**src/rtl/jdnc_pkg.sv**
```systemverilog
// Package with the constants and lookup tables of the Julian day number converter.
package jdnc_pkg;

    localparam int STAGES = 8;

    localparam logic [22:0] JDN_MIN  = 23'd1721060;
    localparam logic [22:0] JDN_MAX  = 23'd5373484;
    localparam logic [13:0] YEAR_MAX = 14'd9999;

    localparam logic        REQ_DATE_TO_JDN = 1'b0;
    localparam logic        REQ_JDN_TO_DATE = 1'b1;

    localparam logic [3:0]  MONTH_JAN = 4'd1;
    localparam logic [3:0]  MONTH_FEB = 4'd2;
    localparam logic [3:0]  MONTH_DEC = 4'd12;

    // Reciprocal multipliers for division by a constant, with the shift that goes with each.
    localparam logic [12:0] RECIP_100    = 13'd5243;
    localparam int          SHIFT_100    = 19;
    localparam logic [12:0] RECIP_146097 = 13'd7349;
    localparam int          SHIFT_146097 = 30;
    localparam logic [9:0]  RECIP_1461   = 10'd717;
    localparam int          SHIFT_1461   = 20;
    localparam logic [12:0] RECIP_153    = 13'd6854;
    localparam int          SHIFT_153    = 20;

    typedef struct packed {
        logic       req;
        logic       bad;
        logic [22:0] jdn;
    } t_carry;

    // Returns (367 * (m + 12a - 2)) / 12 for a calendar month m (January is 1), with a = 1 in January and February.
    function automatic logic [8:0] month_offset(input logic [3:0] month);
        logic [8:0] off;
        case (month)
            4'd1:    off = 9'd336;
            4'd2:    off = 9'd367;
            4'd3:    off = 9'd30;
            4'd4:    off = 9'd61;
            4'd5:    off = 9'd91;
            4'd6:    off = 9'd122;
            4'd7:    off = 9'd152;
            4'd8:    off = 9'd183;
            4'd9:    off = 9'd214;
            4'd10:   off = 9'd244;
            4'd11:   off = 9'd275;
            4'd12:   off = 9'd305;
            default: off = 9'd0;
        endcase
        return off;
    endfunction

    function automatic logic [4:0] month_length(input logic [3:0] month, input logic leap);
        logic [4:0] len;
        case (month)
            4'd1:    len = 5'd31;
            4'd2:    len = leap ? 5'd29 : 5'd28;
            4'd3:    len = 5'd31;
            4'd4:    len = 5'd30;
            4'd5:    len = 5'd31;
            4'd6:    len = 5'd30;
            4'd7:    len = 5'd31;
            4'd8:    len = 5'd31;
            4'd9:    len = 5'd30;
            4'd10:   len = 5'd31;
            4'd11:   len = 5'd30;
            4'd12:   len = 5'd31;
            default: len = 5'd0;
        endcase
        return len;
    endfunction

    // Returns (153 * mm + 2) / 5, the first day of a March-based month within its year.
    function automatic logic [8:0] day_offset(input logic [3:0] mm);
        logic [8:0] off;
        case (mm)
            4'd0:    off = 9'd0;
            4'd1:    off = 9'd31;
            4'd2:    off = 9'd61;
            4'd3:    off = 9'd92;
            4'd4:    off = 9'd122;
            4'd5:    off = 9'd153;
            4'd6:    off = 9'd184;
            4'd7:    off = 9'd214;
            4'd8:    off = 9'd245;
            4'd9:    off = 9'd275;
            4'd10:   off = 9'd306;
            4'd11:   off = 9'd337;
            default: off = 9'd0;
        endcase
        return off;
    endfunction

endpackage

```
**src/rtl/julian_day_number_converter.sv**
```systemverilog
// Pipelined converter between Gregorian dates and Julian day numbers.
//
//   Channel   Dir  Handshake          Payload
//   request   in   i_valid / o_stall  i_req_type, i_year_in, i_month_in, i_day_in, i_jdn_in
//   result    out  o_valid / i_stall  o_jdn_out, o_year_out, o_month_out, o_day_out, o_invalid
//
// A result becomes valid after its transaction has passed the eight register stages.
// It leaves the last stage on a clock edge when the output is not stalled.
// One transaction can enter every cycle while o_stall is low; the eight register stages set the latency.
// Reset clears all stage valid bits and leaves the pipeline empty.
// A stalled result holds its stage, and earlier stages keep moving into empty slots.
// The request side stalls only when every stage holds a transaction.
module julian_day_number_converter
    import jdnc_pkg::*;
(
    input  logic        i_clk,
    input  logic        i_rst_n,
    input  logic        i_valid,
    output logic        o_stall,
    input  logic        i_req_type,
    input  logic [13:0] i_year_in,
    input  logic [3:0]  i_month_in,
    input  logic [4:0]  i_day_in,
    input  logic [22:0] i_jdn_in,
    output logic        o_valid,
    input  logic        i_stall,
    output logic [22:0] o_jdn_out,
    output logic [13:0] o_year_out,
    output logic [3:0]  o_month_out,
    output logic [4:0]  o_day_out,
    output logic        o_invalid
);

    logic [STAGES-1:0] r_vld;
    logic [STAGES-1:0] stage_en;

    always_comb begin
        stage_en[STAGES-1] = !r_vld[STAGES-1] || !i_stall;
        for (int k = STAGES - 2; k >= 0; k--) begin
            stage_en[k] = !r_vld[k] || stage_en[k+1];
        end
    end

    assign o_stall = !stage_en[0];

    always_ff @(posedge i_clk) begin
        if (!i_rst_n) begin
            r_vld <= '0;
        end else begin
            if (stage_en[0]) begin
                r_vld[0] <= i_valid;
            end
            for (int k = 1; k < STAGES; k++) begin
                if (stage_en[k]) begin
                    r_vld[k] <= r_vld[k-1];
                end
            end
        end
    end

    // Stage 1: range checks and the first products.
    logic        early;
    logic [14:0] yb, yc;
    logic [22:0] jsum;

    logic        n_s1_req, n_s1_jok, n_s1_yok, n_s1_mok;
    logic [25:0] n_s1_p1;
    logic [27:0] n_s1_pc;
    logic [26:0] n_s1_py;
    logic [22:0] n_s1_a;
    logic [24:0] n_s1_x;
    logic [37:0] n_s1_px;

    always_comb begin
        early    = i_month_in <= MONTH_FEB;
        yb       = {1'b0, i_year_in} + 15'd4800 - 15'(early);
        yc       = {1'b0, i_year_in} + 15'd4900 - 15'(early);
        n_s1_req = i_req_type;
        n_s1_p1  = 26'(yb) * 26'd1461;
        n_s1_pc  = 28'(yc) * 28'(RECIP_100);
        n_s1_py  = 27'(i_year_in) * 27'(RECIP_100);
        n_s1_yok = i_year_in <= YEAR_MAX;
        n_s1_mok = (i_month_in >= MONTH_JAN) && (i_month_in <= MONTH_DEC);
        n_s1_jok = (i_jdn_in >= JDN_MIN) && (i_jdn_in <= JDN_MAX);
        n_s1_a   = i_jdn_in + 23'd32045;
        jsum     = i_jdn_in + 23'd68569;
        n_s1_x   = {jsum[22:0], 2'b00};
        n_s1_px  = 38'(n_s1_x) * 38'(RECIP_146097);
    end

    logic        r_s1_req, r_s1_jok, r_s1_yok, r_s1_mok;
    logic [13:0] r_s1_year;
    logic [3:0]  r_s1_month;
    logic [4:0]  r_s1_day;
    logic [25:0] r_s1_p1;
    logic [27:0] r_s1_pc;
    logic [26:0] r_s1_py;
    logic [22:0] r_s1_a;
    logic [24:0] r_s1_x;
    logic [37:0] r_s1_px;

    always_ff @(posedge i_clk) begin
        if (stage_en[0]) begin
            r_s1_req   <= n_s1_req;
            r_s1_jok   <= n_s1_jok;
            r_s1_yok   <= n_s1_yok;
            r_s1_mok   <= n_s1_mok;
            r_s1_year  <= i_year_in;
            r_s1_month <= i_month_in;
            r_s1_day   <= i_day_in;
            r_s1_p1    <= n_s1_p1;
            r_s1_pc    <= n_s1_pc;
            r_s1_py    <= n_s1_py;
            r_s1_a     <= n_s1_a;
            r_s1_x     <= n_s1_x;
            r_s1_px    <= n_s1_px;
        end
    end

    // Stage 2: leap year and day checks, formula terms, first quotient estimate.
    logic [8:0]  c100;
    logic [10:0] c100x3;
    logic [7:0]  qy;
    logic [14:0] hy;
    logic [13:0] r100;
    logic        leap;
    logic [4:0]  mlen;
    logic [24:0] qprod, qrem;

    logic        n_s2_dok;
    logic [23:0] n_s2_t1;
    logic [8:0]  n_s2_t2, n_s2_t3;
    logic [7:0]  n_s2_q0;
    logic [18:0] n_s2_rem;

    always_comb begin
        c100     = r_s1_pc[SHIFT_100 +: 9];
        c100x3   = {2'b00, c100} + {1'b0, c100, 1'b0};
        qy       = r_s1_py[SHIFT_100 +: 8];
        hy       = 15'(qy) * 15'd100;
        r100     = r_s1_year - hy[13:0];
        leap     = (r_s1_year[1:0] == 2'b00) && ((r100 != 14'd0) || (qy[1:0] == 2'b00));
        mlen     = month_length(r_s1_month, leap);
        n_s2_dok = r_s1_yok && r_s1_mok && (r_s1_day != 5'd0) && (r_s1_day <= mlen);
        n_s2_t1  = r_s1_p1[25:2];
        n_s2_t2  = month_offset(r_s1_month);
        n_s2_t3  = c100x3[10:2];
        n_s2_q0  = r_s1_px[SHIFT_146097 +: 8];
        qprod    = 25'(n_s2_q0) * 25'd146097;
        qrem     = r_s1_x - qprod;
        n_s2_rem = qrem[18:0];
    end

    logic        r_s2_req, r_s2_jok, r_s2_dok;
    logic [4:0]  r_s2_day;
    logic [23:0] r_s2_t1;
    logic [8:0]  r_s2_t2, r_s2_t3;
    logic [7:0]  r_s2_q0;
    logic [18:0] r_s2_rem;
    logic [22:0] r_s2_a;

    always_ff @(posedge i_clk) begin
        if (stage_en[1]) begin
            r_s2_req <= r_s1_req;
            r_s2_jok <= r_s1_jok;
            r_s2_dok <= n_s2_dok;
            r_s2_day <= r_s1_day;
            r_s2_t1  <= n_s2_t1;
            r_s2_t2  <= n_s2_t2;
            r_s2_t3  <= n_s2_t3;
            r_s2_q0  <= n_s2_q0;
            r_s2_rem <= n_s2_rem;
            r_s2_a   <= r_s1_a;
        end
    end

    // Stage 3: day number sum and the four-century count with its remainder.
    logic [23:0] jdn_sum;
    logic [24:0] bprod;
    logic [22:0] cdiff;
    t_carry      n_s3_carry;
    logic [7:0]  n_s3_b;
    logic [15:0] n_s3_c;

    always_comb begin
        jdn_sum          = 24'(r_s2_day) + r_s2_t1 + 24'(r_s2_t2) - 24'(r_s2_t3) - 24'd32075;
        n_s3_b           = r_s2_q0 + 8'(r_s2_rem >= 19'd146097) - 8'd1;
        bprod            = 25'(n_s3_b) * 25'd146097;
        cdiff            = r_s2_a - bprod[24:2];
        n_s3_c           = cdiff[15:0];
        n_s3_carry.req   = r_s2_req;
        n_s3_carry.bad   = (r_s2_req == REQ_JDN_TO_DATE) ? !r_s2_jok : !r_s2_dok;
        n_s3_carry.jdn   = jdn_sum[22:0];
    end

    t_carry      r_s3_carry;
    logic [7:0]  r_s3_b;
    logic [15:0] r_s3_c;

    always_ff @(posedge i_clk) begin
        if (stage_en[2]) begin
            r_s3_carry <= n_s3_carry;
            r_s3_b     <= n_s3_b;
            r_s3_c     <= n_s3_c;
        end
    end

    // Stage 4: year-in-cycle quotient estimate.
    logic [15:0] cpl;
    logic [17:0] n_s4_x2;
    logic [27:0] n_s4_p2;

    always_comb begin
        cpl     = r_s3_c + 16'd365;
        n_s4_x2 = {cpl, 2'b00};
        n_s4_p2 = 28'(n_s4_x2) * 28'(RECIP_1461);
    end

    t_carry      r_s4_carry;
    logic [7:0]  r_s4_b;
    logic [15:0] r_s4_c;
    logic [17:0] r_s4_x2;
    logic [27:0] r_s4_p2;

    always_ff @(posedge i_clk) begin
        if (stage_en[3]) begin
            r_s4_carry <= r_s3_carry;
            r_s4_b     <= r_s3_b;
            r_s4_c     <= r_s3_c;
            r_s4_x2    <= n_s4_x2;
            r_s4_p2    <= n_s4_p2;
        end
    end

    // Stage 5: remainder of the year estimate.
    logic [7:0]  n_s5_q0;
    logic [17:0] yprod, yrem;
    logic [11:0] n_s5_rem;

    always_comb begin
        n_s5_q0  = r_s4_p2[SHIFT_1461 +: 8];
        yprod    = 18'(n_s5_q0) * 18'd1461;
        yrem     = r_s4_x2 - yprod;
        n_s5_rem = yrem[11:0];
    end

    t_carry      r_s5_carry;
    logic [7:0]  r_s5_b;
    logic [15:0] r_s5_c;
    logic [7:0]  r_s5_q0;
    logic [11:0] r_s5_rem;

    always_ff @(posedge i_clk) begin
        if (stage_en[4]) begin
            r_s5_carry <= r_s4_carry;
            r_s5_b     <= r_s4_b;
            r_s5_c     <= r_s4_c;
            r_s5_q0    <= n_s5_q0;
            r_s5_rem   <= n_s5_rem;
        end
    end

    // Stage 6: year within the century and day within the year.
    logic [7:0]  dd_full;
    logic [17:0] dprod;
    logic [15:0] ediff;
    logic [6:0]  n_s6_dd;
    logic [8:0]  n_s6_e;

    always_comb begin
        dd_full = r_s5_q0 + 8'(r_s5_rem >= 12'd1461) - 8'd1;
        n_s6_dd = dd_full[6:0];
        dprod   = 18'(n_s6_dd) * 18'd1461;
        ediff   = r_s5_c - dprod[17:2];
        n_s6_e  = ediff[8:0];
    end

    t_carry      r_s6_carry;
    logic [7:0]  r_s6_b;
    logic [6:0]  r_s6_dd;
    logic [8:0]  r_s6_e;

    always_ff @(posedge i_clk) begin
        if (stage_en[5]) begin
            r_s6_carry <= r_s5_carry;
            r_s6_b     <= r_s5_b;
            r_s6_dd    <= n_s6_dd;
            r_s6_e     <= n_s6_e;
        end
    end

    // Stage 7: month index counted from March.
    logic [8:0]  em1;
    logic [10:0] x3;
    logic [23:0] mprod;
    logic [3:0]  n_s7_mm;

    always_comb begin
        em1     = r_s6_e - 9'd1;
        x3      = {em1, 2'b00} + 11'(em1) + 11'd2;
        mprod   = 24'(x3) * 24'(RECIP_153);
        n_s7_mm = mprod[SHIFT_153 +: 4];
    end

    t_carry      r_s7_carry;
    logic [7:0]  r_s7_b;
    logic [6:0]  r_s7_dd;
    logic [8:0]  r_s7_e;
    logic [3:0]  r_s7_mm;

    always_ff @(posedge i_clk) begin
        if (stage_en[6]) begin
            r_s7_carry <= r_s6_carry;
            r_s7_b     <= r_s6_b;
            r_s7_dd    <= r_s6_dd;
            r_s7_e     <= r_s6_e;
            r_s7_mm    <= n_s7_mm;
        end
    end

    // Stage 8: calendar fields and the output register.
    logic        late;
    logic [14:0] year_sum;
    logic [8:0]  dsum;
    logic [22:0] n_s8_jdn;
    logic [13:0] n_s8_year;
    logic [3:0]  n_s8_month;
    logic [4:0]  n_s8_day;

    always_comb begin
        late       = r_s7_mm >= 4'd10;
        year_sum   = 15'(r_s7_b) * 15'd100 + 15'(r_s7_dd) + 15'(late) - 15'd4800;
        dsum       = r_s7_e - day_offset(r_s7_mm);
        n_s8_jdn   = '0;
        n_s8_year  = '0;
        n_s8_month = '0;
        n_s8_day   = '0;
        if (!r_s7_carry.bad) begin
            if (r_s7_carry.req == REQ_DATE_TO_JDN) begin
                n_s8_jdn = r_s7_carry.jdn;
            end else begin
                n_s8_year  = year_sum[13:0];
                n_s8_month = late ? (r_s7_mm - 4'd9) : (r_s7_mm + 4'd3);
                n_s8_day   = dsum[4:0];
            end
        end
    end

    logic [22:0] r_s8_jdn;
    logic [13:0] r_s8_year;
    logic [3:0]  r_s8_month;
    logic [4:0]  r_s8_day;
    logic        r_s8_bad;

    always_ff @(posedge i_clk) begin
        if (stage_en[7]) begin
            r_s8_jdn   <= n_s8_jdn;
            r_s8_year  <= n_s8_year;
            r_s8_month <= n_s8_month;
            r_s8_day   <= n_s8_day;
            r_s8_bad   <= r_s7_carry.bad;
        end
    end

    assign o_valid     = r_vld[STAGES-1];
    assign o_jdn_out   = r_s8_jdn;
    assign o_year_out  = r_s8_year;
    assign o_month_out = r_s8_month;
    assign o_day_out   = r_s8_day;
    assign o_invalid   = r_s8_bad;

`ifndef SYNTHESIS
    a_invalid_zero: assert property (@(posedge i_clk) disable iff (!i_rst_n)
        (o_valid && o_invalid) |-> (o_jdn_out == 23'd0 && o_year_out == 14'd0 &&
                                    o_month_out == 4'd0 && o_day_out == 5'd0))
        else $error("Invalid result carries nonzero fields.");

    a_one_kind: assert property (@(posedge i_clk) disable iff (!i_rst_n)
        (o_valid && !o_invalid) |-> ((o_month_out == 4'd0) ^ (o_jdn_out == 23'd0)))
        else $error("Valid result is neither a day number nor a date.");

    a_date_range: assert property (@(posedge i_clk) disable iff (!i_rst_n)
        (o_valid && !o_invalid && o_month_out != 4'd0) |->
            (o_month_out <= MONTH_DEC && o_day_out != 5'd0 && o_year_out <= YEAR_MAX))
        else $error("Computed date is out of range.");

    a_stall_full: assert property (@(posedge i_clk) disable iff (!i_rst_n)
        o_stall |-> (&r_vld))
        else $error("Request side stalled while the pipeline has an empty stage.");

    a_fill: assert property (@(posedge i_clk) disable iff (!i_rst_n)
        (i_valid && !o_stall) |=> r_vld[0])
        else $error("Accepted transaction did not enter the first stage.");
`endif

endmodule
```
**config.mk**
```make
export PLATFORM = sky130hd
export DESIGN_NAME = julian_day_number_converter
export DESIGN_NICKNAME = d
export VERILOG_FILES = /design/src/rtl/jdnc_pkg.sv /design/src/rtl/julian_day_number_converter.sv
export SDC_FILE = /design/constraint.sdc
export NUM_CORES = 2
export LEC_CHECK = 0
export ABC_AREA = 1
export ABC_CLOCK_PERIOD_IN_PS = 9900
export BUFFER_PORTS_ARGS = -buffer_cell sky130_fd_sc_hd__buf_2
export CAP_MARGIN = 20
export CORE_ASPECT_RATIO = 1.2
export CORE_MARGIN = 2
export CORE_UTILIZATION = 50
export CTS_CLUSTER_SIZE = 10
export DETAILED_ROUTE_END_ITERATION = 6
export GPL_TIMING_DRIVEN = 0
export PLACE_DENSITY = 0.77
export REMOVE_ABC_BUFFERS = 1
export SETUP_SLACK_MARGIN = 0.5
export SLEW_MARGIN = 20
export SYNTH_ARGS = -nofsm -noshare
export SYNTH_HDL_FRONTEND = slang
export SYNTH_SLANG_ARGS = --single-unit
```
**constraint.sdc**
```tcl
create_clock -name i_clk -period 9.9 [get_ports i_clk]
set_clock_uncertainty 0.1 [all_clocks]
set_input_delay 1.98 -clock i_clk [delete_from_list [all_inputs] [get_ports i_clk]]
set_output_delay 1.98 -clock i_clk [all_outputs]
set_load 0.01 [all_outputs]
```
==> impl_metrics.csv <==
group,metric,value,unit
flow_run,maxCapViolCount,0,
cts,clkTransAtPathRegs,0.05,ns
cts,htree_levels,3,
finish,final_cell_area,58100,µm²
timing,finalSetupViolations,0,
setup_path,cp.required,10.22,ns
finish,fillers,9203,
global_routing,grt_overflow,0,
setup_path,cp_common_cell,"inv_1",
global_routing,grt_pass1_wl,184000,µm
timing,slew_violations,0,
finish,nets,7093,
cts,clock_sinks,526,
timing,worst_slew_pin_slew,1.08,ns
setup_path,r2r_start,"r_s6_e[0]$_DFFE_PP_",
finish,instances_no_fill,7017,
synthesis,ys_types,63,
synthesis,syn-instance-count,5422,
finish,seqCellArea,15700,µm²
synthesis,seq_area_frac_synth,0.291,
place,dp_hpwl,90700,µm
setup_path,ff2ff_path_depth,35,
route,route.detailed.vias_per_inst,5.19,
route,drt-initial-drc-count,1603,
place,dp.cells,6911,
global_routing,antenna_found_initial,7,
setup_path,worst-r2r-setup-slack,1.85,ns
floorplan,num_rows,131,
synthesis,synth_area_per_cell,9.93,µm²
timing,final.setup.tns,0,ns
cts,cts_buffers,66,
floorplan,start_util,0.506,
finish,n_antenna_cell,0,
floorplan,die_x,304,µm
synthesis,ys_ff_latch,526,
global_routing,first_global_vias,38600,
floorplan,coreArea,107000,µm²
route,avgRoutedWirePerCell,15.4,µm
finish,layout-drive-gt1-share,0.0459,
floorplan,die-area,110000,µm²
finish,area_delta_synth_final,7.87,%
cts,cts_hold_buf,0,
synthesis,yosysWarningCount,0,
min_path,min_from,"r_s4_carry[10]$_DFFE_PP_",
timing,period_share,0.900,
setup_path,path_class,"primary input to flop",
cts,clk_path_buf_depth,3,
timing,grt_setup_unrepaired,"no",
timing,period_minus_slack,8.91,ns
route,drt-total-wl,108000,µm
setup_path,slowest_delay,0.74,ns
setup_path,path_max_fanout,6,
min_path,hold_class,"flop to flop",
min_path,min_path_cells,0,
global_routing,grt_start_max_net_pins,81,
timing,hold_viol_final,0,
floorplan,die_h,364,µm
cts,worstSkewPairLatency,0.63,ns
place,place_area,56200,µm²
route,drt_first_pass_iters,5,
timing,max_freq,112,MHz
cts,cts_tree,"done",
setup_path,cp-start-kind,"primary input",
place,gp_congestion,0.939,
synthesis,synthFlopType,"edfxtp_1",
setup_path,worst_path_max_delay_cell,"xor2_1",
finish,final_common_cell,"inv_1",
finish,multiInputGateArea,33400,µm²
finish,layout_common_cells,"1251 x inv_1, 962 x ha_1, 668 x nand2_1",
setup_path,cp-end-kind,"flop",
synthesis,synth_edf_count,513,
synthesis,synth_area,53900,µm²
cts,cts_root_buf,"clkbuf_16",
min_path,min_to,"r_s5_carry[10]$_DFFE_PP_",
global_routing,grt_util_all_layers,0.204,
floorplan,io_pins,100,
status,status,"completed",
cts,cts_resized,0,
cts,cts_setup_buffers,0,
place,port_buffers,99,
route,vias,36400,
synthesis,async_flop_share,0,
route,drc,0,
route,ant_nets,0,
timing,maxSlewHeadroom,0.278,
setup_path,cp.arrival,9.22,ns
## how the worst max path moves through the flow
stage	from	endpoint	depth (start not counted)
finish	i_month_in[0]	r_s1_pc[26]$_DFFE_PN_	29
global route	i_month_in[1]	r_s1_pc[26]$_DFFE_PN_	29
CTS	i_stall	o_stall	16
detailed placement	i_month_in[1]	r_s1_pc[26]$_DFFE_PN_	29
global placement	i_stall	o_stall	14
floorplan	i_stall	o_stall	12
## per-stage QoR
stage,utilization,hold WS [ns],setup WS [ns]
floorplan,-,0.300,1.26
global placement,0.526,0.301,-0.605
detailed placement,0.527,0.305,0.484
CTS,0.545,0.310,1.03
global route,0.545,0.318,0.578
finish,0.545,0.307,0.992
## routing by layer
layer,track usage,vias to the layer above,wire length [µm]
met3,0.0231,191,4150
li1,-,17900,-
met4,0.0642,2,2960
met5,0,-,13
met2,0.381,706,55900
met1,0.245,17500,45300
## kinds of logic (layout without fill, tap and decap cells)
kind of cell | after synthesis | count (layout) | share of synthesized area
adders and majority gates | 1459 | 1459 | 0.408
buffers and inverters | 1278 | 1477 | 0.0893
and+or+nand+nor | 1269 | 1269 | 0.100
AOI/OAI and AO/OA | 602 | 602 | 0.0640
DFF | 526 | 526 | 0.291
xor gates and xnor gates | 287 | 287 | 0.0472
muxes | 1 | 1 | 0.000186
## flip-flops by register name, summed over array words and instances, names as in the netlist, 10 cells and up, named ones only
name and cells:
r_s3_carry 25, r_s4_carry 25, r_s5_carry 25, r_s6_carry 25, r_s7_carry 25, o_jdn_out 23, r_s1_p1 23, r_s2_t1 23
r_s2_rem 19, r_s1_a 16, r_s2_a 16, r_s3_c 16, r_s1_x 15, o_year_out 14, r_s1_year 14, r_s5_rem 12
r_s4_p2 10
## synthesized netlist by cell type (4+ instances only)
cell | n | share of area
xor2_1 | 199 | 0.032
or2_2 | 8 | 0.00093
o21bai_1 | 20 | 0.0028
o21ai_0 | 152 | 0.014
o31ai_1 | 7 | 0.00098
fa_1 | 497 | 0.18
inv_2 | 14 | 0.00098
a31oi_1 | 24 | 0.0028
nand4_1 | 42 | 0.0049
nor4_1 | 8 | 0.00093
edfxtp_1 | 513 | 0.29
ha_1 | 962 | 0.22
a21boi_0 | 7 | 0.00098
nand3b_1 | 11 | 0.0015
nor2_4 | 4 | 0.00084
nand2_2 | 13 | 0.0015
inv_1 | 1253 | 0.087
nand2_1 | 668 | 0.047
a21oi_1 | 278 | 0.026
a31o_2 | 5 | 0.00081
nor3_1 | 52 | 0.0048
dfxtp_1 | 13 | 0.0048
a211oi_1 | 15 | 0.0021
nor3_2 | 6 | 0.0011
nor2_1 | 279 | 0.019
a21o_1 | 31 | 0.0043
o21a_1 | 16 | 0.0022
xnor2_1 | 84 | 0.014
o211ai_1 | 14 | 0.0020
nor2_2 | 4 | 0.00046
o21ai_1 | 12 | 0.0011
nand3_1 | 161 | 0.015
buf_2 | 4 | 0.00037
## critical path: cells and delay by family
| kind | cells | cell delay (ns) |
|---|---|---|
| adder cells (fa/ha/maj) | 9 | 3.44 |
| AO/OA/AOI/OAI | 5 | 1.11 |
| XOR/XNOR | 2 | 1.05 |
| AND/OR/NAND/NOR | 6 | 1.04 |
| buffers and inverters | 7 | 0.60 |
## cell type report
class	instances	share of cell area
sequential	526	0.270
timing repair buffer	102	0.00982
multi-input combinational	3618	0.575
tap	1396	0.0301
clock buffer	89	0.0303
clock inverter	17	0.00308
inverter	1269	0.0822
Power is left out: the tool's default activity adds up to more than one toggle a clock period on the data nets, which glitch-free logic cannot reach.
